==> config.mk <==
export PLATFORM = sky130hd
export DESIGN_NAME = ppp_queue
export DESIGN_NICKNAME = d
export VERILOG_FILES = /design/src/hdl/ppp_pkg.sv /design/src/hdl/ppp_queue.sv
export SDC_FILE = /design/constraint.sdc
export NUM_CORES = 1
export LEC_CHECK = 0
export BUFFER_PORTS_ARGS = -buffer_cell sky130_fd_sc_hd__buf_2
export CAP_MARGIN = 20
export CORE_ASPECT_RATIO = 0.6
export CORE_UTILIZATION = 45
export DETAILED_ROUTE_END_ITERATION = 10
export PLACE_DENSITY_LB_ADDON = 0.25
export SLEW_MARGIN = 20
export SYNTH_ARGS = -nofsm -noshare
export SYNTH_HDL_FRONTEND = slang
export SYNTH_SLANG_ARGS = --single-unit
export TNS_END_PERCENT = 20
==> constraint.sdc <==
create_clock -name clock -period 13.8 [get_ports clock]
set_input_delay 1.38 -clock clock [delete_from_list [all_inputs] [get_ports clock]]
set_output_delay 1.38 -clock clock [all_outputs]
set_load 0.02 [all_outputs]
==> src/hdl/ppp_pkg.sv <==
package ppp_pkg;

   localparam int CW     = 32;          // coordinate width
   localparam int LW     = 16;          // near-zero limit width
   localparam int EW     = CW + 1;      // point minus eye
   localparam int PW     = 2 * CW + 1;  // normal times difference
   localparam int NCW    = 2 * CW;      // normal times eye
   localparam int DW     = PW + 1;      // denominator and distance
   localparam int HW     = PW - EW;     // upper slice of distance magnitude
   localparam int MW     = PW + EW;     // numerator magnitude
   localparam int QB     = 34;          // quotient bits resolved before saturation
   localparam int RW     = DW + 1;      // partial remainder
   localparam int QW     = QB + 2;      // signed quotient
   localparam int SW     = QW + 1;      // quotient plus eye
   localparam int NAXES  = 3;
   localparam int QDEPTH = 4;
   localparam int QPW    = $clog2(QDEPTH);
   localparam int AW     = 5;
   localparam int IW     = 3;

   localparam logic [IW-1:0] REG_NORMAL_X = 3'd0;
   localparam logic [IW-1:0] REG_NORMAL_Y = 3'd1;
   localparam logic [IW-1:0] REG_NORMAL_Z = 3'd2;
   localparam logic [IW-1:0] REG_OFFSET   = 3'd3;
   localparam logic [IW-1:0] REG_EYE_X    = 3'd4;
   localparam logic [IW-1:0] REG_EYE_Y    = 3'd5;
   localparam logic [IW-1:0] REG_EYE_Z    = 3'd6;
   localparam logic [IW-1:0] REG_LIMIT    = 3'd7;

   localparam logic [CW-1:0] NORMAL_Z_RESET = 32'h0001_0000;
   localparam logic [LW-1:0] LIMIT_RESET    = 16'd1;

   typedef struct packed {
      logic [NAXES-1:0][CW-1:0] normal;
      logic [CW-1:0]            offset;
      logic [NAXES-1:0][CW-1:0] eye;
      logic [LW-1:0]            limit;
   } ppp_cfg_type;

   typedef struct packed {
      logic                     ok;
      logic [DW-1:0]            denom;
      logic [DW-1:0]            pdist;
      logic [NAXES-1:0][EW-1:0] diff;
   } ppp_entry_type;

   typedef struct packed {
      logic push;
      logic pop;
      logic full;
      logic empty;
   } ppp_qctl_type;

endpackage

==> src/hdl/ppp_queue.sv <==
module ppp_queue import ppp_pkg::*; (
   input  logic          clock,
   input  logic          reset,
   input  ppp_entry_type wdata,
   output ppp_entry_type rdata,
   input  logic          push,
   input  logic          pop,
   output ppp_qctl_type  stat
);

   ppp_entry_type  mem_ff [QDEPTH];
   logic [QPW-1:0] wp_ff, rp_ff;
   logic [QPW:0]   cnt_ff, cnt_in;

   assign rdata      = mem_ff[rp_ff];
   assign stat.push  = push;
   assign stat.pop   = pop;
   assign stat.full  = cnt_ff == (QPW+1)'(QDEPTH);
   assign stat.empty = cnt_ff == '0;

   always_comb begin
      cnt_in = cnt_ff;
      if (push && !pop) begin
         cnt_in = cnt_ff + 1'b1;
      end else if (pop && !push) begin
         cnt_in = cnt_ff - 1'b1;
      end
   end

   always_ff @(posedge clock) begin
      if (reset) begin
         wp_ff  <= '0;
         rp_ff  <= '0;
         cnt_ff <= '0;
      end else begin
         if (push) begin
            wp_ff <= wp_ff + 1'b1;
         end
         if (pop) begin
            rp_ff <= rp_ff + 1'b1;
         end
         cnt_ff <= cnt_in;
      end
   end

   always_ff @(posedge clock) begin
      if (push) begin
         mem_ff[wp_ff] <= wdata;
      end
   end

`ifndef SYNTH
   a_no_overflow: assert property (@(posedge clock) disable iff (reset)
      !(push && stat.full)) else $error("queue written while full");
   a_no_underflow: assert property (@(posedge clock) disable iff (reset)
      !(pop && stat.empty)) else $error("queue read while empty");
   a_count_bound: assert property (@(posedge clock) disable iff (reset)
      cnt_ff <= (QPW+1)'(QDEPTH)) else $error("queue count out of range");
`endif

endmodule

# After elaboration in Yosys (flattened, before gate mapping)
# Memory sizes are Yosys's and may differ from the RTL's. A register that Yosys moved wholly into a read port is not among the register bits.
# Index checks and enable logic that the tools add are counted.
op_classes:
  addsub: 4
  n_eq_ne: 1
  muxes: 6
  reduce_logical: 6
op_table:
  columns: ["operator", "count"]
  rows:
  - ["$mux W3", 2]
  - ["$add A2 B1 Y2 const B", 2]
  - ["$mux W2", 2]
  - ["$add A3 B1 Y3 const B", 1]
  - ["$eq A3 B3 Y1 const B", 1]
  - ["$logic_not A3 Y1", 1]
  - ["$sub A3 B1 Y3 const B", 1]
  - ["$logic_and A1 B1 Y1", 2]
  - ["$logic_not A1 Y1", 2]
  - ["$mux W1", 2]
  - ["$reduce_bool A2 Y1", 1]
totals:
  regBits: 7
  mem_bits_rw: 928
  input_bits: 236
  output_inout_bits: 236
  word_cells: 21
  memories: 1
mem_list:
  columns: ["name", "depth", "width", "read_ports", "rd_ports_with_merged_regs", "write_ports", "line_no", "rtl"]
  rows:
  - ["mem_ff", 4, 232, 1, 1, 1, "ppp_queue.sv:11", "ppp_entry_type mem_ff [QDEPTH];"]

# Depth between registers and ports, before layout
# Gate-level depths: netlist of run 1.
logic_depth:
  depth_word: 4
  depth_mapped: 7
  ltp_nobuf: 7

# Least setup slack after synthesis of run 1
# OpenSTA, ideal clock, no wires.
synth_timing:
  path_kind: "input to register"
  from: "input push"
  to: "memory mem_ff[0][0] (netlist bit), enable pin"
  setup_ns: 0.621
  arrival_ns: 6.631
  t_required_ns: 13.179
  setup_slack_ns: 6.548
  stages: 1
  path_cell_list: "and2_1"
synth_via:
  elab_chain_cells: 2
synth_rtl:
  columns: ["element", "line_no", "rtl"]
  rows:
  - ["start: declaration", "ppp_queue.sv:6", "input logic push,"]
  - ["$mux W1", "ppp_queue.sv:47", "if (push) begin"]
  - ["$mux W1 (implied by the code)", "ppp_queue.sv:48", "mem_ff[wp_ff] <= wdata;"]
  - ["end: declaration", "ppp_queue.sv:11", null]
# Every way passes these cells.

==> qor.yml, run 1 <==
clkTransAtPathRegs_ns: 0.06
p_leak_nw: 13.2
irDropWorstVdd_mv: 0.111
synthCells: 1258
worst_pin_slew_ns: 1.04
grt_pass1_wl_mm: 97.9
fmax_mhz: 185
nets: 2019
ant_nets: 0
drive_gt1_share_pct: 46.0
cp_num_buf_inv: 3
finalNonFillerCells: 2836
dieArea_mm2: 0.0765
globalRouteOverflowTotal: 0
cpPeakStageDelay_ns: 0.92
period_share_pct: 39.3
wl_per_cell_um: 23.1
relSlewSlack_pct: 30.3
crit_type: "reg2out"
die_x_um: 356
crit_path_end_kind: "output port"
syn_to_final_growth_pct: 17.8
first_global_vias: 15600
cp_max_fo: 104
std_cell_rows: 77
io_buffers: 471
maxSlewViolCount: 0
ios: 472
rsz0062_at_grt: "no"
met1Wirelength_mm: 27.2
cts_resized: 0
cts_tree: "done"
cts.sinks: 937
fin_total_pwr_mw: 6.23
period_needed_ns: 5.42
synth_area_mm2: 0.0339
met2_length_mm: 32.0
syn_nets: 1500
routed_wl_mm: 65.4
met3_wirelength_mm: 4.94
maxCapViolCount: 0
routabilityCongestion: 0.749
vias: 14800
setup_viol_count_final: 0
dp_hpwl_mm: 39.2
skew_ns: 0.0172
ys_ff_latch: 937
remaining_drc_errors: 0
antenna_found_initial: 15
min_path_type: "reg2reg"
root_buffer: "clkbuf_16"
status: "completed"
first_iter_violations: 1160
start_util_pct: 45.8
worstPathCellList: "buf_12, buf_4, mux4_2, buf_2"
fin_tns_setup_ns: 0
ys_types: 21
hold_violations: 0
track_usage_pct: 17.2
dp.cells: 2678
p_per_area_mw_per_mm2: 156
dr.max_layer_used: "met5"
cp_data_arrival_time_ns: 4.04
grt_max_degree: 139
cts_max_level: 3
start_kind: "flop"
cts_made_buffers: 84
dr.pass1.iters: 5
syn-mean-instance-area_um2: 27.0
holdBufCountCts: 0
slowest_stage: "dfxtp_4"
clock_latency_ns: 0.61
die_h_um: 215
cts_setup_buffers: 0
viasPerCell: 5.23
critPathTopFamily: "buffers and inverters"
nFillCells: 5635
crit_required_ns: 12.42
cts_buffer_depth: 3
ys_seq_area_share_pct: 82.7
ys_warn_count: 0
core_area_mm2: 0.0741
## flip-flops by register name, indices dropped and copies added (netlist names), named ones only
name,count
cnt_ff,3
wp_ff,2
rp_ff,2
mem_ff,928
## routing by layer
metal	track usage (%)	up-vias
met5	0	-
met4	4.65	16
met3	5.44	100
met2	27.0	395
met1	23.3	7813
li1	-	6516
## where the power goes
| part | switching [mW] | internal [mW] | total [mW] |
|---|---|---|---|
| clock network | 0.988 | 1.27 | 2.26 |
| logic | 0.397 | 0.258 | 0.654 |
| registers | 0.0409 | 3.27 | 3.31 |
## worst min-delay path: stages, from the launching register on
cell,delay (ns)
dfxtp_1,0.33
o21ai_0,0.09
a21oi_1,0.07
## cell usage after synthesis
cell type,instances,area share [%]
a21oi_1,1,0.015
and2_1,4,0.074
buf_2,25,0.37
buf_4,2,0.044
buf_6,21,0.70
clkbuf_1,7,0.077
dfxtp_1,9,0.53
edfxtp_1,928,82
fa_1,1,0.059
ha_1,5,0.18
inv_1,4,0.044
mux2i_1,2,0.059
mux4_2,232,15
nand2_1,1,0.011
nor2_1,7,0.077
nor3_1,1,0.015
nor3b_1,1,0.022
o21ai_0,1,0.015
or3_1,1,0.018
xnor2_1,2,0.052
xor2_1,3,0.077
## kinds of logic after synthesis
group           Yosys count  synth area share [%]
flops                   937                  82.7
mux                     234                  15.5
buf+inv                  59                  1.23
simple gates             15                 0.218
fa+ha+maj                 6                 0.243
xor+xnor                  5                 0.129
compound gates            2                0.0295
## worst paths after layout
path,start,endpoint,slack [ns],cells past startpoint
setup / recovery,flop,rdata[161],8.38,4
hold / removal,cnt_ff[2],cnt_ff[2],0.53,2
setup reg to reg,wp_ff[0],mem_ff[1][140],11.06,3
hold reg to reg,cnt_ff[2],cnt_ff[2],0.53,2
## layout by cell type, fill, tap and decap left out, types with 12 or more instances in the layout
cell,instances
buf_2,471
buf_4,15
clkbuf_1,17
clkbuf_16,85
clkinv_1,12
clkinv_2,20
edfxtp_1,928
mux4_2,232
## metrics by stage
stage | util [%] | hold WS (ns) | instance area (um^2) | worst slack, ns
after floorplan | - | 0.466 | 33900 | 6.55
after global placement | 50.3 | 0.477 | 37300 | 8.90
after detailed placement | 50.3 | 0.527 | 37300 | 8.84
after CTS | 53.9 | 0.544 | 39900 | 8.17
after global routing | 53.9 | 0.571 | 39900 | 7.96
final | 53.9 | 0.532 | 40000 | 8.38
## layout make-up
type,count,area [um^2],area share (%)
Antenna cell,7,17.5,0.0438
Clock inverter,49,467,1.17
Tap cell,987,1230,3.09
Timing Repair Buffer,488,2510,6.28
Clock buffer,102,2190,5.48
Inverter,4,15.0,0.0376
Multi-Input combinational cell,262,5470,13.7
Sequential cell,937,28100,70.2
No activity file was read; power rests on OpenSTA's default activity.
==> run 2, diff against run 1 <==
clock period = 5.2 ns   (was 13.8 ns; I/O delays follow)
==> run 2 against run 1 <==
Against the previous run: register-to-register slack worse by 8.2 ns; largest power group unchanged; critical path type unchanged; sequential share of layout area shrank 0.52 points; critical path depth is 1 lower; sequential power grew to 2.7 times the previous value; non-clock buffer count increased by 9; worst setup slack lost 6.5 ns; die area did not move; count of clock-buffer cells in the layout did not move; hold slack got worse by 0.43 ns; flip-flop and latch count did not move.
==> qor.yml, run 2 (synthesized netlist as in run 1, its figures left out) <==
status: "completed"
layout_top_registers: "mem_ff x928, cnt_ff x3"
cp_num_buf_inv: 2
antenna_found_initial: 12
crit_path_end_kind: "output port"
nets: 2030
dieArea_mm2: 0.0765
wl_per_cell_um: 24.0
cts_tree: "done"
setup_viol_count_final: 0
rr_endpoint: "mem_ff[1][144]"
maxCapViolCount: 0
period_share_pct: 64.3
start_kind: "flop"
cts.sinks: 937
slowest_stage: "dfxtp_4"
worst_pin_slew_ns: 1.03
cp_data_arrival_time_ns: 2.83
irDropWorstVdd_mv: 0.301
start_util_pct: 45.8
ant_nets: 0
cp_num_cells: 3
relSlewSlack_pct: 31.1
r2r_cells: 4
largest_reg_flops: 928
critPathCapture: "rdata[154]"
grt_pass1_wl_mm: 102
nFillCells: 5613
drive_gt1_share_pct: 46.3
std_cell_rows: 77
clock_latency_ns: 0.64
hold_violations: 0
dp.cells: 2687
syn_to_final_growth_pct: 18.7
die_h_um: 215
cts_max_level: 3
cts_made_buffers: 86
pwr-share-seq_pct: 52.3
final_core_utilization_pct: 54.3
fin_ws_ns: 1.85
p_clk_share_pct: 37.0
fmax_mhz: 299
vias: 15100
final_common_cell: "edfxtp_1"
crit_type: "reg2out"
r2r-start: "wp_ff[1]"
clkTransAtPathRegs_ns: 0.07
viasPerCell: 5.31
finalNonFillerCells: 2849
min_path_type: "in2reg"
rsz0062_at_grt: "no"
ios: 472
cpPeakStageDelay_ns: 0.78
track_usage_pct: 18.0
dp_hpwl_mm: 41.3
p_leak_nw: 13.4
first_iter_violations: 1044
die_x_um: 356
cp_max_fo: 64
root_buffer: "clkbuf_16"
dr.pass1.iters: 6
maxSlewViolCount: 0
p_int_mw: 12.9
io_buffers: 471
switching_share_pct: 23.3
p_per_area_mw_per_mm2: 417
cts_setup_buffers: 0
p_sw_mw: 3.91
grt_max_degree: 98
holdBufCountCts: 0
cts_resized: 0
place_ws_ns: 2.43
routabilityCongestion: 0.733
combinationalPowerShare_pct: 10.7
remaining_drc_errors: 0
core_area_mm2: 0.0741
rrSetupSlack_ns: 2.83
regMostFlops: "mem_ff"
routed_wl_mm: 68.3
globalRouteOverflowTotal: 0
cts_buffer_depth: 3
first_global_vias: 15800
worstPathCellList: "buf_12, mux4_2, buf_2"
crit_required_ns: 4.68
critPathTopFamily: "flip-flops"
skew_ns: 0.0146
layout_common_cells: "928 x edfxtp_1, 471 x buf_2, 232 x mux4_2"
period_needed_ns: 3.35
-- run 2: cell types whose count changed in the layout (fill, tap and decap cells not counted), sizes merged --
cell | previous run | this run
inv | 7 | 11
buf | 488 | 497
diode | 7 | 5
clkinvlp | 4 | 1
clkinv | 35 | 39
bufinv | 7 | 8
-- run 2: worst min-delay path by stage --
stage	from	endpoint	slack, ns	depth (start not counted)
3_3_place_gp	cnt_ff[2]	cnt_ff[2]	0.48	2
5_1_grt	wdata[126]	mem_ff[3][126]	0.04	1
6_report	wdata[84]	mem_ff[2][84]	0.1	1
3_5_place_dp	cnt_ff[2]	cnt_ff[2]	0.51	2
4_1_cts	wdata[126]	mem_ff[3][126]	0.04	1
2_1_floorplan	cnt_ff[2]	cnt_ff[2]	0.47	2
-- run 2: worst reg2reg max path, cell delays in order (launching register included) --
cell	delay (ns)
dfxtp_1	0.34
inv_1	0.08
ha_1	0.14
and2_4	0.80
buf_12	0.48
-- run 2: metal layers --
metal,part of all wire [%],wire length (um),track usage [%],vias to the layer above
li1,-,-,-,6544
met1,43,29100,25.2,8043
met2,49,33200,27.9,412
met3,6.9,4690,5.21,107
met4,1.7,1140,4.28,18
met5,0.15,103,0,-
-- run 2: stage by stage --
stage	TNS (ns)	total power [mW]	area [um^2]	hold slack [ns]
final	0	16.8	40300	0.0976
after global placement	0	10.7	37500	0.477
after detailed placement	0	10.8	37500	0.514
after global routing	0	17.4	40200	0.0442
after floorplan	-846.13	10.1	33900	0.466
after CTS	0	17.0	40200	0.0411
-- run 2: power by group through the flow --
stage               Combinational (mW)  Sequential (mW)  Clock [mW]
CTS                               1.83             8.79        6.38
global placement                  1.80             8.93           0
floorplan                         1.16             8.95           0
detailed placement                1.83             8.95           0
finish                            1.79             8.79        6.22
global route                      1.91             8.81        6.67
-- run 2: final cells by class --
class	count	area (um^2)	area share [%]
antenna	5	12.5	0.0311
clock buffer	102	2230	5.55
multi-input combinational	262	5470	13.6
tap	987	1230	3.07
clock inverter	55	537	1.33
timing repair buffer	497	2700	6.71
inverter	4	15.0	0.0373
sequential	937	28100	69.7
