### config.mk
export PLATFORM = sky130hd
export DESIGN_NAME = ppp_csr
export DESIGN_NICKNAME = d
export VERILOG_FILES = /design/src/hdl/ppp_pkg.sv /design/src/hdl/ppp_csr.sv
export SDC_FILE = /design/constraint.sdc
export NUM_CORES = 1
export LEC_CHECK = 0
export ABC_CLOCK_PERIOD_IN_PS = 3400
export BUFFER_PORTS_ARGS = -buffer_cell sky130_fd_sc_hd__clkbuf_2
export CORE_UTILIZATION = 50
export DETAILED_ROUTE_END_ITERATION = 12
export GPL_TIMING_DRIVEN = 0
export PLACE_DENSITY_LB_ADDON = 0.25
export SLEW_MARGIN = 15
export SYNTH_ARGS = -nofsm -noshare
export SYNTH_HDL_FRONTEND = slang
export SYNTH_SLANG_ARGS = --single-unit
export TNS_END_PERCENT = 20
### constraint.sdc
create_clock -name clock -period 3.4 [get_ports clock]
set_input_delay 0.17 -clock clock [delete_from_list [all_inputs] [get_ports clock]]
set_output_delay 0.17 -clock clock [all_outputs]
set_load 0.01 [all_outputs]
### src/hdl/ppp_pkg.sv
package ppp_pkg;

   localparam int CW     = 32;          // coordinate width
   localparam int LW     = 16;          // near-zero limit width
   localparam int EW     = CW + 1;      // point minus eye
   localparam int PW     = 2 * CW + 1;  // normal times difference
   localparam int NCW    = 2 * CW;      // normal times eye
   localparam int DW     = PW + 1;      // denominator and distance
   localparam int HW     = PW - EW;     // upper slice of distance magnitude
   localparam int MW     = PW + EW;     // numerator magnitude
   localparam int QB     = 34;          // quotient bits resolved before saturation
   localparam int RW     = DW + 1;      // partial remainder
   localparam int QW     = QB + 2;      // signed quotient
   localparam int SW     = QW + 1;      // quotient plus eye
   localparam int NAXES  = 3;
   localparam int QDEPTH = 4;
   localparam int QPW    = $clog2(QDEPTH);
   localparam int AW     = 5;
   localparam int IW     = 3;

   localparam logic [IW-1:0] REG_NORMAL_X = 3'd0;
   localparam logic [IW-1:0] REG_NORMAL_Y = 3'd1;
   localparam logic [IW-1:0] REG_NORMAL_Z = 3'd2;
   localparam logic [IW-1:0] REG_OFFSET   = 3'd3;
   localparam logic [IW-1:0] REG_EYE_X    = 3'd4;
   localparam logic [IW-1:0] REG_EYE_Y    = 3'd5;
   localparam logic [IW-1:0] REG_EYE_Z    = 3'd6;
   localparam logic [IW-1:0] REG_LIMIT    = 3'd7;

   localparam logic [CW-1:0] NORMAL_Z_RESET = 32'h0001_0000;
   localparam logic [LW-1:0] LIMIT_RESET    = 16'd1;

   typedef struct packed {
      logic [NAXES-1:0][CW-1:0] normal;
      logic [CW-1:0]            offset;
      logic [NAXES-1:0][CW-1:0] eye;
      logic [LW-1:0]            limit;
   } ppp_cfg_type;

   typedef struct packed {
      logic                     ok;
      logic [DW-1:0]            denom;
      logic [DW-1:0]            pdist;
      logic [NAXES-1:0][EW-1:0] diff;
   } ppp_entry_type;

   typedef struct packed {
      logic push;
      logic pop;
      logic full;
      logic empty;
   } ppp_qctl_type;

endpackage

### src/hdl/ppp_csr.sv
module ppp_csr import ppp_pkg::*; (
   input  logic          clock,
   input  logic          reset,
   input  logic          csr_psel,
   input  logic          csr_penable,
   input  logic          csr_pwrite,
   input  logic [AW-1:0] csr_paddr,
   input  logic [CW-1:0] csr_pwdata,
   output logic [CW-1:0] csr_prdata,
   output logic          csr_pready,
   output ppp_cfg_type   cfg
);

   ppp_cfg_type   cfg_ff, cfg_in;
   logic [IW-1:0] idx;
   logic          wr;

   assign idx        = csr_paddr[AW-1:2];
   assign wr         = csr_psel && csr_penable && csr_pwrite;
   assign csr_pready = 1'b1;
   assign cfg        = cfg_ff;

   always_comb begin
      cfg_in = cfg_ff;
      if (wr) begin
         case (idx)
            REG_NORMAL_X: cfg_in.normal[0] = csr_pwdata;
            REG_NORMAL_Y: cfg_in.normal[1] = csr_pwdata;
            REG_NORMAL_Z: cfg_in.normal[2] = csr_pwdata;
            REG_OFFSET:   cfg_in.offset    = csr_pwdata;
            REG_EYE_X:    cfg_in.eye[0]    = csr_pwdata;
            REG_EYE_Y:    cfg_in.eye[1]    = csr_pwdata;
            REG_EYE_Z:    cfg_in.eye[2]    = csr_pwdata;
            REG_LIMIT:    cfg_in.limit     = csr_pwdata[LW-1:0];
            default:      cfg_in = cfg_ff;
         endcase
      end
   end

   always_comb begin
      case (idx)
         REG_NORMAL_X: csr_prdata = cfg_ff.normal[0];
         REG_NORMAL_Y: csr_prdata = cfg_ff.normal[1];
         REG_NORMAL_Z: csr_prdata = cfg_ff.normal[2];
         REG_OFFSET:   csr_prdata = cfg_ff.offset;
         REG_EYE_X:    csr_prdata = cfg_ff.eye[0];
         REG_EYE_Y:    csr_prdata = cfg_ff.eye[1];
         REG_EYE_Z:    csr_prdata = cfg_ff.eye[2];
         REG_LIMIT:    csr_prdata = CW'(cfg_ff.limit);
         default:      csr_prdata = '0;
      endcase
   end

   always_ff @(posedge clock) begin
      if (reset) begin
         cfg_ff <= '{normal: {NORMAL_Z_RESET, {(2*CW){1'b0}}}, offset: '0, eye: '0,
                     limit: LIMIT_RESET};
      end else begin
         cfg_ff <= cfg_in;
      end
   end

endmodule

# Word-level counts from Yosys, hierarchy flattened
# Index checks and enable logic that the tools add are counted.
# totals
reg_bits,240
in_bits,42
out_inout_bits,273
wordCells,27
# classes
n_eq_ne,7
muxes,1
reduce_logical,11
# ops
operator,count
$pmux 32 s8,1
$reduce_and 2->1,8
$eq 3x3->1 const B,4
$eq 3x2->1 const B,2
$eq 3x1->1 const B,1
$logic_not 3->1,1
$logic_and 1x1->1,2

# Depth between registers and ports, before layout
# Gate-level depths: netlist (run 1).
# depth
word_depth,3
mapped_depth,7
mapped_depth_nobuf,4

# Worst setup path before layout (run 1)
# No wires, ideal clock.
# synth_timing
path_kind,input-to-output
start,input csr_paddr[2]
end,output csr_prdata[10]
arrival_ns,1.380
required_time_ns,3.230
setup_slack_ns,1.850
cell_stages,6
n_path_buf,2
cell_sequence,buf_2 > buf_2 > mux2_2 > a22o_1 > a221oi_1 > nor2_1
# synth_via
elab_chain_cells,2
word_cells_on_any_way,9
cone_classes,7 x eq/ne; 1 x mux; 1 x reduce/logical
# synth_rtl
item,line_no,source
"start, declared",ppp_csr.sv:7,"input logic [AW-1:0] csr_paddr,"
"$eq 3x3->1, or another cell as far along",ppp_csr.sv:41,case (idx)
$pmux 32 s8 *,ppp_csr.sv:41,
"end, declared",ppp_csr.sv:9,"output logic [CW-1:0] csr_prdata,"
# Mark *: on every way between the ends. The rest lies on a longest branch, timed or not.

# Worst setup path after layout (run 1)
# layout_timing
start,input csr_paddr[2]
end,output csr_prdata[8]
# Same word-level chain as after synthesis.

==> results of run 1 <==
==> cell usage in the layout (no fill, tap or decap), types with 8 or more instances in the layout <==
cell type,netlist,final
sky130_fd_sc_hd__a22o_1,24,24
sky130_fd_sc_hd__dlygate4sd3_1,0,32
sky130_fd_sc_hd__o22ai_1,15,15
sky130_fd_sc_hd__clkbuf_1,59,64
sky130_fd_sc_hd__a21oi_1,259,259
sky130_fd_sc_hd__mux2_2,16,16
sky130_fd_sc_hd__a22oi_1,8,8
sky130_fd_sc_hd__buf_2,60,60
sky130_fd_sc_hd__a221oi_1,15,15
sky130_fd_sc_hd__clkbuf_16,0,25
sky130_fd_sc_hd__mux2i_1,32,32
sky130_fd_sc_hd__nor2_1,68,68
sky130_fd_sc_hd__nor2b_1,23,23
sky130_fd_sc_hd__buf_4,8,8
sky130_fd_sc_hd__clkbuf_2,0,294
sky130_fd_sc_hd__inv_1,19,19
sky130_fd_sc_hd__dfxtp_1,240,240
sky130_fd_sc_hd__nand2b_1,8,8
sky130_fd_sc_hd__nand2_1,490,490
==> worst min-delay path, stage by stage <==
cell,delay (ns)
sky130_fd_sc_hd__clkbuf_2,0.11
sky130_fd_sc_hd__nand4_2,0.16
sky130_fd_sc_hd__nor3_2,0.11
sky130_fd_sc_hd__nand2_1,0.07
sky130_fd_sc_hd__a21oi_1,0.05
==> power breakdown <==
group	switching (uW)	internal (uW)	leakage, uW
logic	373	163	0.00312
clock network	1200	1610	0.000400
registers	19.6	2830	0.00193
total	1590	4600	0.00546
==> routing by layer <==
| metal | wire, um | vias up | global-route usage |
|---|---|---|---|
| met4 | 2970 | 0 | 0.235 |
| met5 | 0 | - | 0 |
| met2 | 19400 | 1055 | 0.608 |
| met1 | 16500 | 5547 | 0.528 |
| met3 | 6620 | 227 | 0.110 |
| li1 | - | 5333 | - |
==> synth_stat cells, drive strengths merged (6+ instances only) <==
| master | number | share of area |
|---|---|---|
| mux2i | 32 | 0.031 |
| o22ai | 15 | 0.0090 |
| a221oi | 15 | 0.013 |
| dfxtp | 240 | 0.46 |
| clkbuf | 59 | 0.021 |
| mux2 | 16 | 0.017 |
| a22o | 24 | 0.020 |
| nor2 | 68 | 0.024 |
| o211ai | 6 | 0.0043 |
| nor2b | 24 | 0.015 |
| nand2 | 490 | 0.18 |
| o221a | 6 | 0.0065 |
| a21oi | 259 | 0.12 |
| nand2b | 8 | 0.0048 |
| buf | 70 | 0.035 |
| inv | 19 | 0.0068 |
| a22oi | 8 | 0.0057 |
==> timing repair <==
item                      in CTS  in global routing
hold endpoints to repair     234                  0
hold buffers                  32                  0
resized for setup              0                  0
==> through the flow <==
step                cell area, um^2  total power (uW)
floorplan                     10500              3170
global placement              12300              3390
detailed placement            12300              3390
CTS                           13400              6140
global route                  13400              6310
finish                        13400              6200
==> how the worst max path moves through the flow <==
stage / to / depth (start not counted) / slack (ns)
after CTS: csr_prdata[8] / 8 / 0.97
after floorplan: csr_prdata[10] / 6 / 1.85
after global placement: csr_prdata[1] / 8 / 0.97
after global routing: csr_prdata[8] / 8 / 0.84
after detailed placement: csr_prdata[8] / 8 / 0.97
final: csr_prdata[8] / 8 / 0.81
==> area by class of cell <==
| cell class | instances | area, um^2 | area share |
|---|---|---|---|
| clock buffers | 31 | 658 | 0.0491 |
| diodes | 1 | 2.50 | 0.000187 |
| inverters | 19 | 71.3 | 0.00532 |
| multi-input cells | 1007 | 5000 | 0.373 |
| plain buffers | 129 | 589 | 0.0439 |
| flip-flops and latches | 240 | 4800 | 0.358 |
| clock inverters | 14 | 158 | 0.0118 |
| repair buffers | 326 | 1790 | 0.134 |
| well taps | 270 | 338 | 0.0252 |
==> logic make-up after synthesis <==
| logic type | count (synthesis) | share of synthesized area |
|---|---|---|
| and+or+nand+nor | 604 | 0.230 |
| AOI/OAI and AO/OA | 354 | 0.199 |
| DFF | 240 | 0.459 |
| buffers and inverters | 148 | 0.0631 |
| muxes | 48 | 0.0478 |
| other | 1 | 0.000358 |
==> flow_summary.html, run 1 <==
<table>
<tr><th>Metric</th><th>Value</th></tr>
<tr><th colspan="2">Finish</th></tr>
<tr><td>Net count reported at finish</td><td>around 1800</td></tr>
<tr><td>Synthesis-to-layout area growth</td><td>28.2%</td></tr>
<tr><td>Flip-flop count of the largest register, all copies and words added</td><td>240</td></tr>
<tr><td>Filler-free cell count of the finished design</td><td>~2000</td></tr>
<tr><td>Final design utilization</td><td>0.659</td></tr>
<tr><td>Fraction of layout cells with a size suffix above 1</td><td>0.244</td></tr>
<tr><td>Fillers</td><td>approximately 1800</td></tr>
<tr><th colspan="2">Detailed routing</th></tr>
<tr><td>Final routed wire length divided by cell count</td><td>22.4 um</td></tr>
<tr><td>Total length of routed wires</td><td>45600 um</td></tr>
<tr><td>Router iterations before antenna repair</td><td>6</td></tr>
<tr><td>Iter 0 DRT Violations</td><td>1456</td></tr>
<tr><td>Via/cell ratio</td><td>5.97</td></tr>
<tr><td>DRC Markers</td><td>0</td></tr>
<tr><td>Number of routed nets with antenna violations</td><td>0</td></tr>
<tr><td>Via count of the routed design</td><td>12200</td></tr>
<tr><th colspan="2">Timing</th></tr>
<tr><td>Number of pins with negative max-slew slack in the final report</td><td>0</td></tr>
<tr><td>Final hold slack</td><td>a little under 0.2 ns</td></tr>
<tr><td>Setup ws final</td><td>0.814 ns</td></tr>
<tr><td>Count of final setup violators</td><td>0</td></tr>
<tr><td>Unrepaired setup endpoints after global routing</td><td>no</td></tr>
<tr><td>Final Hold Viols</td><td>0</td></tr>
<tr><td>Timing-limited maximum frequency</td><td>387 MHz</td></tr>
<tr><td>Min Tclk post-route</td><td>2.59 ns</td></tr>
<tr><td>Worst-margin pin slew</td><td>1.18 ns</td></tr>
<tr><td>Worst slew margin relative to its limit</td><td>0.215</td></tr>
<tr><td>Total Neg Setup Slack</td><td>0 ns</td></tr>
<tr><td>Clock skew</td><td>0 ns</td></tr>
<tr><td>Final worst path period share</td><td>0.761</td></tr>
<tr><th colspan="2">Setup path</th></tr>
<tr><td>Maximum single-stage delay on the critical path</td><td>0.64 ns</td></tr>
<tr><td>Crit path buffers/inverters</td><td>4</td></tr>
<tr><td>Critical path class</td><td>primary input to output port</td></tr>
<tr><td>Type of element launching the critical path</td><td>primary input</td></tr>
<tr><td>Setup slack of the worst register-to-register path</td><td>2.54 ns</td></tr>
<tr><td>Startpoint of the lowest-slack register-to-register path</td><td>cfg[224]</td></tr>
<tr><td>Type of destination of the critical path</td><td>output port</td></tr>
<tr><td>Crit-path leading delay family</td><td>buffers and inverters</td></tr>
<tr><td>Logic depth of the worst register-to-register path</td><td>3</td></tr>
<tr><td>Crit-path slowest cell</td><td>sky130_fd_sc_hd__clkbuf_1</td></tr>
<tr><td>Crit path from</td><td>csr_paddr[2]</td></tr>
<tr><td>Maximum fanout encountered on the critical timing path</td><td>10</td></tr>
<tr><td>Data arrival time of the critical path</td><td>2.42 ns</td></tr>
<tr><td>Cells along the critical path</td><td>clkbuf_2, buf_2, nor2b_1, clkbuf_1, a22o_1, a32oi_1, a21oi_1, clkbuf_2</td></tr>
<tr><td>Critical path required time</td><td>about 3.2 ns</td></tr>
<tr><td>Critical path's most frequent cell</td><td>sky130_fd_sc_hd__clkbuf_2</td></tr>
<tr><td>End of the worst register-to-register path</td><td>cfg[224]</td></tr>
<tr><th colspan="2">Clocking</th></tr>
<tr><td>Worst-Skew Late Latency</td><td>0.54 ns</td></tr>
<tr><td>Sinks on Clock Net</td><td>240</td></tr>
<tr><td>Count of buffers added by post-CTS timing repair for setup</td><td>0</td></tr>
<tr><td>Number of buffers on the longest clock path</td><td>3</td></tr>
<tr><td>Post-CTS clock slew at the launch and capture registers of the worst setup and hold paths</td><td>0.07 ns</td></tr>
<tr><td>CTS tree</td><td>done</td></tr>
<tr><td>Root buffer cell</td><td>sky130_fd_sc_hd__clkbuf_16</td></tr>
<tr><td>TritonCTS buffer count</td><td>25</td></tr>
<tr><td>CTS H-tree depth</td><td>1</td></tr>
<tr><th colspan="2">Placement</th></tr>
<tr><td>Placed insts</td><td>roughly 2000</td></tr>
<tr><td>Final Wtd Congestion</td><td>0.966</td></tr>
<tr><td>Post-placement setup slack</td><td>0.975 ns</td></tr>
<tr><td>Half-perimeter wire length of the detailed placement result</td><td>31000 um</td></tr>
<tr><td>Total of buffers placed on input and output ports</td><td>294</td></tr>
<tr><th colspan="2">Global route</th></tr>
<tr><td>Largest net degree at the start of global routing</td><td>15</td></tr>
<tr><td>First-pass GRT wire length</td><td>65900 um</td></tr>
<tr><td>Vias in the first global route</td><td>around 11000</td></tr>
<tr><td>Initial antenna violation count</td><td>2</td></tr>
<tr><td>Leftover overflow at the end of global routing</td><td>0</td></tr>
<tr><td>Total track usage</td><td>0.407</td></tr>
<tr><th colspan="2">Synth</th></tr>
<tr><td>Count of flip-flops with a built-in enable after synthesis</td><td>0</td></tr>
<tr><td>Count of different cell masters after synthesis</td><td>40</td></tr>
<tr><td>Count of warnings emitted by yosys</td><td>0</td></tr>
<tr><td>Cells after synthesis</td><td>1395</td></tr>
<tr><td>Synthesized area per cell</td><td>around 7.5 um^2</td></tr>
<tr><td>Post-synth net total</td><td>1437</td></tr>
<tr><td>Synth Cell Area</td><td>0.0105 mm^2</td></tr>
<tr><td>Portion of the post-synthesis area used by sequential elements</td><td>0.459</td></tr>
<tr><td>Synthesized flop and latch total</td><td>240</td></tr>
<tr><td>Prevailing post-synth register cell</td><td>sky130_fd_sc_hd__dfxtp_1</td></tr>
<tr><td>Share of synthesized flip-flops with an asynchronous set or reset</td><td>0</td></tr>
<tr><th colspan="2">Worst hold path</th></tr>
<tr><td>HP Class</td><td>primary input to register</td></tr>
<tr><td>WHS Endpoint</td><td>cfg[207]</td></tr>
<tr><td>Startpoint of the lowest-slack hold path</td><td>csr_penable</td></tr>
<tr><td>Number of cells on the worst hold path</td><td>5</td></tr>
<tr><th colspan="2">Floorplan</th></tr>
<tr><td>Top-level I/O count</td><td>about 320</td></tr>
<tr><td>Chip Width</td><td>147 um</td></tr>
<tr><td>Effective utilization at floorplan</td><td>0.514</td></tr>
<tr><td>Die H</td><td>147 um</td></tr>
<tr><td>Area of the core region</td><td>between 0.02 and 0.025 mm^2</td></tr>
<tr><td>Number of core rows</td><td>52</td></tr>
<tr><td>Die ar.</td><td>approximately 0.022 mm^2</td></tr>
<tr><th colspan="2">Power and ir drop</th></tr>
<tr><td>Worst vdd ir</td><td>roughly 340 uV</td></tr>
<tr><td>Leakage power</td><td>0.00546 uW</td></tr>
<tr><td>Areal power density over the cells</td><td>~460 mW/mm^2</td></tr>
<tr><th colspan="2">Flow run</th></tr>
<tr><td>Number of violations of the max-capacitance limit</td><td>0</td></tr>
<tr><th colspan="2">Status</th></tr>
<tr><td>Result of the run</td><td>completed</td></tr>
</table>
Note: power is estimated with default switching activity, not from simulation.
==> run 2: changes to the inputs <==
--- a/config.mk
+++ b/config.mk
@@ -5,9 +5,10 @@
 export SDC_FILE = /design/constraint.sdc
 export NUM_CORES = 1
 export LEC_CHECK = 0
-export ABC_CLOCK_PERIOD_IN_PS = 3400
+export ABC_AREA = 1
+export ABC_CLOCK_PERIOD_IN_PS = 2300
 export BUFFER_PORTS_ARGS = -buffer_cell sky130_fd_sc_hd__clkbuf_2
-export CORE_UTILIZATION = 50
+export CORE_UTILIZATION = 48
 export DETAILED_ROUTE_END_ITERATION = 12
 export GPL_TIMING_DRIVEN = 0
 export PLACE_DENSITY_LB_ADDON = 0.25
==> constraint.sdc (replaced) <==
create_clock -name clock -period 2.3 [get_ports clock]
set_input_delay 0.115 -clock clock [delete_from_list [all_inputs] [get_ports clock]]
set_output_delay 0.115 -clock clock [all_outputs]
set_load 0.01 [all_outputs]
==> flow_summary.html, run 2 <==
<table>
<tr><th>Metric</th><th>Value</th></tr>
<tr><th colspan="2">Status</th></tr>
<tr><td>Result of the run</td><td>completed</td></tr>
<tr><th colspan="2">Setup path</th></tr>
<tr><td>End of the worst register-to-register path</td><td>cfg[62]</td></tr>
<tr><td>Critical path required time</td><td>2.18 ns</td></tr>
<tr><td>Maximum fanout encountered on the critical timing path</td><td>10</td></tr>
<tr><td>Setup slack of the worst register-to-register path</td><td>1.51 ns</td></tr>
<tr><td>Startpoint of the lowest-slack register-to-register path</td><td>cfg[62]</td></tr>
<tr><td>Type of element launching the critical path</td><td>primary input</td></tr>
<tr><td>Critical path class</td><td>primary input to output port</td></tr>
<tr><td>Type of destination of the critical path</td><td>output port</td></tr>
<tr><td>Data arrival time of the critical path</td><td>1.77 ns</td></tr>
<tr><td>Logic depth of the worst register-to-register path</td><td>2</td></tr>
<tr><th colspan="2">Synth</th></tr>
<tr><td>Share of synthesized flip-flops with an asynchronous set or reset</td><td>0</td></tr>
<tr><td>Synth Cell Area</td><td>0.0112 mm^2</td></tr>
<tr><td>Portion of the post-synthesis area used by sequential elements</td><td>0.428</td></tr>
<tr><td>Synthesized area per cell</td><td>6.94 um^2</td></tr>
<tr><td>Count of warnings emitted by yosys</td><td>0</td></tr>
<tr><td>Leading post-synthesis cells by cell area</td><td>sky130_fd_sc_hd__dfxtp_1 43%, sky130_fd_sc_hd__nor2_1 13%, sky130_fd_sc_hd__o21ai_0 8.9%</td></tr>
<tr><td>Prevailing post-synth register cell</td><td>sky130_fd_sc_hd__dfxtp_1</td></tr>
<tr><td>Post-synth top area share</td><td>0.428</td></tr>
<tr><td>Leading area contributor after synthesis</td><td>sky130_fd_sc_hd__dfxtp_1</td></tr>
<tr><td>Synthesized flop and latch total</td><td>240</td></tr>
<tr><td>Top cell types by occurrence after synthesis</td><td>397 x sky130_fd_sc_hd__nor2_1, 240 x sky130_fd_sc_hd__dfxtp_1, 200 x sky130_fd_sc_hd__o21ai_0</td></tr>
<tr><td>Count of flip-flops with a built-in enable after synthesis</td><td>0</td></tr>
<tr><td>Count of different cell masters after synthesis</td><td>26</td></tr>
<tr><td>Cells after synthesis</td><td>1617</td></tr>
<tr><td>Most frequently used cell type in the post-synthesis netlist</td><td>sky130_fd_sc_hd__nor2_1</td></tr>
<tr><td>Post-synth net total</td><td>1659</td></tr>
<tr><th colspan="2">Floorplan</th></tr>
<tr><td>Area of the core region</td><td>0.0228 mm^2</td></tr>
<tr><td>Top-level I/O count</td><td>315</td></tr>
<tr><td>Number of core rows</td><td>55</td></tr>
<tr><td>Chip Width</td><td>155 um</td></tr>
<tr><td>Die H</td><td>155 um</td></tr>
<tr><td>Effective utilization at floorplan</td><td>0.493</td></tr>
<tr><td>Die ar.</td><td>approximately 0.024 mm^2</td></tr>
<tr><th colspan="2">Clocking</th></tr>
<tr><td>CTS tree</td><td>done</td></tr>
<tr><td>TritonCTS buffer count</td><td>26</td></tr>
<tr><td>Number of resized instances in the post-cts repair step</td><td>0</td></tr>
<tr><td>Number of buffers on the longest clock path</td><td>3</td></tr>
<tr><td>Worst-Skew Late Latency</td><td>0.53 ns</td></tr>
<tr><td>Post-CTS clock slew at the launch and capture registers of the worst setup and hold paths</td><td>0.06 ns</td></tr>
<tr><td>Root buffer cell</td><td>sky130_fd_sc_hd__clkbuf_16</td></tr>
<tr><td>CTS H-tree depth</td><td>1</td></tr>
<tr><td>Sinks on Clock Net</td><td>240</td></tr>
<tr><th colspan="2">Finish</th></tr>
<tr><td>Net count reported at finish</td><td>roughly 2000</td></tr>
<tr><td>Leading cell types in the layout, fill and taps excluded</td><td>397 x sky130_fd_sc_hd__nor2_1, 304 x sky130_fd_sc_hd__clkbuf_2, 240 x sky130_fd_sc_hd__dfxtp_1</td></tr>
<tr><td>Leading cell type in the layout, fill and taps excluded</td><td>sky130_fd_sc_hd__nor2_1</td></tr>
<tr><td>Post-route cell area</td><td>0.0141 mm^2</td></tr>
<tr><td>Fillers</td><td>around 2200</td></tr>
<tr><td>Flip-flop count of the largest register, all copies and words added</td><td>240</td></tr>
<tr><td>Fraction of layout cells with a size suffix above 1</td><td>0.237</td></tr>
<tr><td>Diodes inserted</td><td>0</td></tr>
<tr><td>Synthesis-to-layout area growth</td><td>25.5%</td></tr>
<tr><th colspan="2">Timing</th></tr>
<tr><td>Min Tclk post-route</td><td>1.88 ns</td></tr>
<tr><td>Clock skew</td><td>0 ns</td></tr>
<tr><td>Final worst path period share</td><td>0.818</td></tr>
<tr><td>Total Neg Setup Slack</td><td>0 ns</td></tr>
<tr><td>Number of pins with negative max-slew slack in the final report</td><td>0</td></tr>
<tr><td>Final hold slack</td><td>0.0137 ns</td></tr>
<tr><td>Worst slew margin relative to its limit</td><td>0.503</td></tr>
<tr><td>Unrepaired setup endpoints after global routing</td><td>no</td></tr>
<tr><td>Worst-margin pin slew</td><td>approximately 0.75 ns</td></tr>
<tr><td>Final Hold Viols</td><td>0</td></tr>
<tr><td>Timing-limited maximum frequency</td><td>531 MHz</td></tr>
<tr><td>Count of final setup violators</td><td>0</td></tr>
<tr><th colspan="2">Detailed routing</th></tr>
<tr><td>Via/cell ratio</td><td>5.94</td></tr>
<tr><td>Via count of the routed design</td><td>about 14000</td></tr>
<tr><td>Router iterations before antenna repair</td><td>6</td></tr>
<tr><td>DRC Markers</td><td>0</td></tr>
<tr><td>Number of routed nets with antenna violations</td><td>0</td></tr>
<tr><td>Total length of routed wires</td><td>51100 um</td></tr>
<tr><td>Final routed wire length divided by cell count</td><td>between 20 and 25 um</td></tr>
<tr><td>Iter 0 DRT Violations</td><td>1477</td></tr>
<tr><th colspan="2">Global route</th></tr>
<tr><td>Vias in the first global route</td><td>12200</td></tr>
<tr><td>Initial antenna violation count</td><td>0</td></tr>
<tr><td>Largest net degree at the start of global routing</td><td>14</td></tr>
<tr><td>Leftover overflow at the end of global routing</td><td>0</td></tr>
<tr><td>First-pass GRT wire length</td><td>approximately 75000 um</td></tr>
<tr><td>Total track usage</td><td>0.417</td></tr>
<tr><th colspan="2">Placement</th></tr>
<tr><td>Cell area after placement</td><td>0.0131 mm^2</td></tr>
<tr><td>Half-perimeter wire length of the detailed placement result</td><td>slightly below 40000 um</td></tr>
<tr><td>Final Wtd Congestion</td><td>1.04</td></tr>
<tr><td>Total of buffers placed on input and output ports</td><td>292</td></tr>
<tr><th colspan="2">Worst hold path</th></tr>
<tr><td>Startpoint of the lowest-slack hold path</td><td>csr_pwdata[18]</td></tr>
<tr><td>WHS Endpoint</td><td>cfg[226]</td></tr>
<tr><td>HP Class</td><td>primary input to register</td></tr>
<tr><td>Number of cells on the worst hold path</td><td>3</td></tr>
<tr><th colspan="2">Power and ir drop</th></tr>
<tr><td>Worst vdd ir</td><td>530 uV</td></tr>
<tr><td>Leakage power</td><td>between 0.006 and 0.007 uW</td></tr>
<tr><td>Areal power density over the cells</td><td>672 mW/mm^2</td></tr>
<tr><th colspan="2">Flow run</th></tr>
<tr><td>Number of violations of the max-capacitance limit</td><td>0</td></tr>
</table>
==> run 2: worst max path at each step <==
| stage | startpoint | cells past startpoint | slack (ns) | to |
|---|---|---|---|---|
| after global placement | csr_paddr[2] | 9 | 0.53 | csr_prdata[14] |
| after CTS | cfg[126] | 5 | 0.48 | csr_prdata[14] |
| after global routing | cfg[126] | 5 | 0.41 | csr_prdata[14] |
| after detailed placement | csr_paddr[2] | 9 | 0.51 | csr_prdata[14] |
| final | csr_paddr[2] | 9 | 0.42 | csr_prdata[14] |
| after floorplan | csr_paddr[4] | 8 | 1.17 | cfg[201] |
==> run 2: metal layers <==
metal | vias to the layer above | routed length [um] | track usage | share of wire
met5 | - | 0 | 0 | 0
met4 | 0 | 2550 | 0.187 | 0.050
met3 | 151 | 5730 | 0.0727 | 0.11
met2 | 952 | 22800 | 0.661 | 0.45
met1 | 6316 | 20000 | 0.555 | 0.39
li1 | 6115 | - | - | -
==> run 2: final cells by class <==
class                      count  area [um^2]  share of cell area
multi-input combinational   1156         5370               0.382
clock inverter                 7         63.8             0.00453
inverter                      56          215              0.0153
sequential                   240         4800               0.341
tap                          313          392              0.0278
clock buffer                  39          821              0.0583
timing repair buffer         304         1580               0.112
buffer                       165          827              0.0588
==> run 2: through the flow <==
| stage | util | cells | total power (uW) | setup WS, ns |
|---|---|---|---|---|
| finish | 0.618 | 2280 | 9460 | 0.418 |
| global route | 0.618 | 2280 | 9630 | 0.412 |
| CTS | 0.618 | 2280 | 9400 | 0.479 |
| floorplan | - | 1617 | 4770 | 1.17 |
| detailed placement | 0.574 | 2222 | 5140 | 0.514 |
| global placement | 0.574 | 2222 | 5140 | 0.526 |
==> run 2: cell families after synthesis <==
family	count (synthesis)	synth area share
other	1	0.000334
DFF	240	0.428
AOI/OAI and AO/OA	238	0.106
and+or+nand+nor	917	0.372
buffers and inverters	221	0.0929
==> run 2: report_power, final <==
part | internal [uW] | switching [uW] | leakage [uW]
Combinational | 204 | 642 | 0.00416
Sequential | 4210 | 55.3 | 0.00194
Clock | 2560 | 1780 | 0.000445
==> run 2: what timing repair did <==
| action | in CTS | in global routing |
|---|---|---|
| hold buffers | 12 | 0 |
| hold endpoints to repair | 20 | 0 |
| setup buffers | 0 | 0 |
==> run 2: critical path, cell delays in order <==
cell	delay [ns]
sky130_fd_sc_hd__buf_6	0.15
sky130_fd_sc_hd__inv_2	0.12
sky130_fd_sc_hd__nand3_1	0.12
sky130_fd_sc_hd__buf_4	0.21
sky130_fd_sc_hd__buf_4	0.22
sky130_fd_sc_hd__nor2_1	0.06
sky130_fd_sc_hd__nor2_1	0.28
sky130_fd_sc_hd__nand3_1	0.27
sky130_fd_sc_hd__clkbuf_2	0.20
==> run 3: changes to the inputs <==
--- a/config.mk
+++ b/config.mk
@@ -6,9 +6,9 @@
 export NUM_CORES = 1
 export LEC_CHECK = 0
 export ABC_AREA = 1
-export ABC_CLOCK_PERIOD_IN_PS = 2300
+export ABC_CLOCK_PERIOD_IN_PS = 1900
 export BUFFER_PORTS_ARGS = -buffer_cell sky130_fd_sc_hd__clkbuf_2
-export CORE_UTILIZATION = 48
+export CORE_UTILIZATION = 50
 export DETAILED_ROUTE_END_ITERATION = 12
 export GPL_TIMING_DRIVEN = 0
 export PLACE_DENSITY_LB_ADDON = 0.25
==> constraint.sdc (replaced) <==
create_clock -name clock -period 1.9 [get_ports clock]
set_input_delay 0.095 -clock clock [delete_from_list [all_inputs] [get_ports clock]]
set_output_delay 0.095 -clock clock [all_outputs]
set_load 0.01 [all_outputs]
==> flow_summary.html, run 3 (synthesized netlist as in run 2, its figures left out) <==
<table>
<tr><th>Metric</th><th>Value</th></tr>
<tr><th colspan="2">Detailed routing</th></tr>
<tr><td>Via count of the routed design</td><td>13700</td></tr>
<tr><td>Total length of routed wires</td><td>50000 um</td></tr>
<tr><td>Number of routed nets with antenna violations</td><td>0</td></tr>
<tr><td>Via/cell ratio</td><td>6.09</td></tr>
<tr><td>Iter 0 DRT Violations</td><td>1378</td></tr>
<tr><td>Router iterations before antenna repair</td><td>6</td></tr>
<tr><td>Final routed wire length divided by cell count</td><td>22.2 um</td></tr>
<tr><td>DRC Markers</td><td>0</td></tr>
<tr><th colspan="2">Timing</th></tr>
<tr><td>Timing-limited maximum frequency</td><td>about 560 MHz</td></tr>
<tr><td>Unrepaired setup endpoints after global routing</td><td>no</td></tr>
<tr><td>Clock skew</td><td>0 ns</td></tr>
<tr><td>Count of final setup violators</td><td>0</td></tr>
<tr><td>Min Tclk post-route</td><td>1.78 ns</td></tr>
<tr><td>Final hold slack</td><td>0.0197 ns</td></tr>
<tr><td>Worst-margin pin slew</td><td>around 0.7 ns</td></tr>
<tr><td>Number of pins with negative max-slew slack in the final report</td><td>0</td></tr>
<tr><td>Total Neg Setup Slack</td><td>0 ns</td></tr>
<tr><td>Final Hold Viols</td><td>0</td></tr>
<tr><td>Final worst path period share</td><td>0.938</td></tr>
<tr><td>Worst slew margin relative to its limit</td><td>0.536</td></tr>
<tr><th colspan="2">Floorplan</th></tr>
<tr><td>Top-level I/O count</td><td>315</td></tr>
<tr><td>Area of the core region</td><td>approximately 0.022 mm^2</td></tr>
<tr><td>Number of core rows</td><td>54</td></tr>
<tr><td>Die ar.</td><td>0.0230 mm^2</td></tr>
<tr><td>Effective utilization at floorplan</td><td>0.512</td></tr>
<tr><td>Die H</td><td>~150 um</td></tr>
<tr><td>Chip Width</td><td>152 um</td></tr>
<tr><th colspan="2">Setup path</th></tr>
<tr><td>Critical path required time</td><td>1.80 ns</td></tr>
<tr><td>Maximum fanout encountered on the critical timing path</td><td>3</td></tr>
<tr><td>Critical path class</td><td>register to output port</td></tr>
<tr><td>Data arrival time of the critical path</td><td>1.69 ns</td></tr>
<tr><td>Type of element launching the critical path</td><td>register</td></tr>
<tr><td>Type of destination of the critical path</td><td>output port</td></tr>
<tr><td>Logic depth of the worst register-to-register path</td><td>2</td></tr>
<tr><th colspan="2">Power and ir drop</th></tr>
<tr><td>Switching part of the total</td><td>0.257</td></tr>
<tr><td>Areal power density over the cells</td><td>a little over 800 mW/mm^2</td></tr>
<tr><td>Internal power contribution</td><td>8630 uW</td></tr>
<tr><td>Part of the power in combinational logic</td><td>0.089</td></tr>
<tr><td>Sequential Power Share</td><td>0.445</td></tr>
<tr><td>Leakage power</td><td>0.00657 uW</td></tr>
<tr><td>Power share of the clock group</td><td>0.467</td></tr>
<tr><td>Worst vdd ir</td><td>around 560 uV</td></tr>
<tr><td>Sw power</td><td>2980 uW</td></tr>
<tr><th colspan="2">Flow run</th></tr>
<tr><td>Number of violations of the max-capacitance limit</td><td>0</td></tr>
<tr><th colspan="2">Global route</th></tr>
<tr><td>First-pass GRT wire length</td><td>just over 70000 um</td></tr>
<tr><td>Met3 Track Usage GR</td><td>0.0805</td></tr>
<tr><td>Vias in the first global route</td><td>about 12000</td></tr>
<tr><td>Leftover overflow at the end of global routing</td><td>0</td></tr>
<tr><td>Largest net degree at the start of global routing</td><td>14</td></tr>
<tr><td>Total track usage</td><td>0.420</td></tr>
<tr><td>Gr busiest metal</td><td>met2</td></tr>
<tr><td>Initial antenna violation count</td><td>0</td></tr>
<tr><td>M1 GR Usage</td><td>0.558</td></tr>
<tr><td>GR met2 Demand/Resource</td><td>0.630</td></tr>
<tr><th colspan="2">Finish</th></tr>
<tr><td>Synthesis-to-layout area growth</td><td>25.9%</td></tr>
<tr><td>Flip-flop count of the largest register, all copies and words added</td><td>240</td></tr>
<tr><td>Fraction of layout cells with a size suffix above 1</td><td>0.234</td></tr>
<tr><td>Final design utilization</td><td>0.645</td></tr>
<tr><td>Leading cell types in the layout, fill and taps excluded</td><td>397 x sky130_fd_sc_hd__nor2_1, 304 x sky130_fd_sc_hd__clkbuf_2, 240 x sky130_fd_sc_hd__dfxtp_1</td></tr>
<tr><td>Leading cell type in the layout, fill and taps excluded</td><td>sky130_fd_sc_hd__nor2_1</td></tr>
<tr><td>Area taken by multi-input logic gates</td><td>roughly 0.0054 mm^2</td></tr>
<tr><td>Fillers</td><td>2057</td></tr>
<tr><td>Diodes inserted</td><td>0</td></tr>
<tr><td>Net count reported at finish</td><td>1998</td></tr>
<tr><td>Sequential cell area</td><td>0.00480 mm^2</td></tr>
<tr><td>Filler-free cell count of the finished design</td><td>2255</td></tr>
<tr><th colspan="2">Placement</th></tr>
<tr><td>Total of buffers placed on input and output ports</td><td>just under 300</td></tr>
<tr><td>Half-perimeter wire length of the detailed placement result</td><td>37200 um</td></tr>
<tr><td>Final Wtd Congestion</td><td>0.984</td></tr>
<tr><td>Placed insts</td><td>2189</td></tr>
<tr><th colspan="2">Clocking</th></tr>
<tr><td>Worst-Skew Late Latency</td><td>0.53 ns</td></tr>
<tr><td>Sinks on Clock Net</td><td>between 200 and 250</td></tr>
<tr><td>Root buffer cell</td><td>sky130_fd_sc_hd__clkbuf_16</td></tr>
<tr><td>TritonCTS buffer count</td><td>26</td></tr>
<tr><td>CTS tree</td><td>done</td></tr>
<tr><td>CTS H-tree depth</td><td>1</td></tr>
<tr><td>Post-CTS clock slew at the launch and capture registers of the worst setup and hold paths</td><td>0.06 ns</td></tr>
<tr><td>Number of buffers on the longest clock path</td><td>3</td></tr>
<tr><th colspan="2">Status</th></tr>
<tr><td>Result of the run</td><td>completed</td></tr>
<tr><th colspan="2">Worst hold path</th></tr>
<tr><td>HP Class</td><td>primary input to register</td></tr>
<tr><td>Number of cells on the worst hold path</td><td>3</td></tr>
</table>
## run 3: final cells by class
type,count,share of cell area
flip-flops and latches,240,0.340
multi-input cells,1156,0.380
clock inverters,6,0.00771
clock buffers,41,0.0565
inverters,56,0.0152
plain buffers,165,0.0585
repair buffers,311,0.117
well taps,280,0.0248
## run 3: critical path, stage by stage, from the launching register on
cell,delay [ns]
sky130_fd_sc_hd__dfxtp_1,0.39
sky130_fd_sc_hd__nand4_1,0.13
sky130_fd_sc_hd__nand2_1,0.07
sky130_fd_sc_hd__nor2_1,0.19
sky130_fd_sc_hd__nand3_1,0.19
sky130_fd_sc_hd__clkbuf_2,0.19
## run 3: final timing paths
kind | startpoint | end | slack [ns]
max reg2reg | cfg[156] | cfg[156] | 1.06
min reg2reg | cfg[9] | cfg[9] | 0.51
max | cfg[63] | csr_prdata[15] | 0.12
min | csr_pwdata[18] | cfg[34] | 0.02
## run 3: per-stage QoR
step	cell area [um^2]	setup slack [ns]	total power [uW]
2_1_floorplan	11200	0.790	5770
3_3_place_gp	13000	0.283	6210
3_5_place_dp	13000	0.279	6220
4_1_cts	14100	0.196	11500
5_1_grt	14100	0.106	11800
6_report	14100	0.117	11600
## run 3: power by group through the flow
stage	Clock [uW]	Combinational [uW]	Sequential [uW]
final	5420	1030	5160
after floorplan	0	494	5280
after global placement	0	941	5270
after detailed placement	0	953	5270
after CTS	5370	988	5160
after global routing	5600	1070	5160
## run 3: timing repair
item,4_1_cts,5_1_grt
hold endpoints to repair,59,0
gates resized for setup,0,0
hold buffers,19,0
setup buffers,0,0
## run 3: routing by layer
layer	vias to the layer above	part of all wire
met3	217	0.13
met1	6243	0.37
li1	6115	-
met2	1159	0.43
met5	-	0
met4	0	0.066
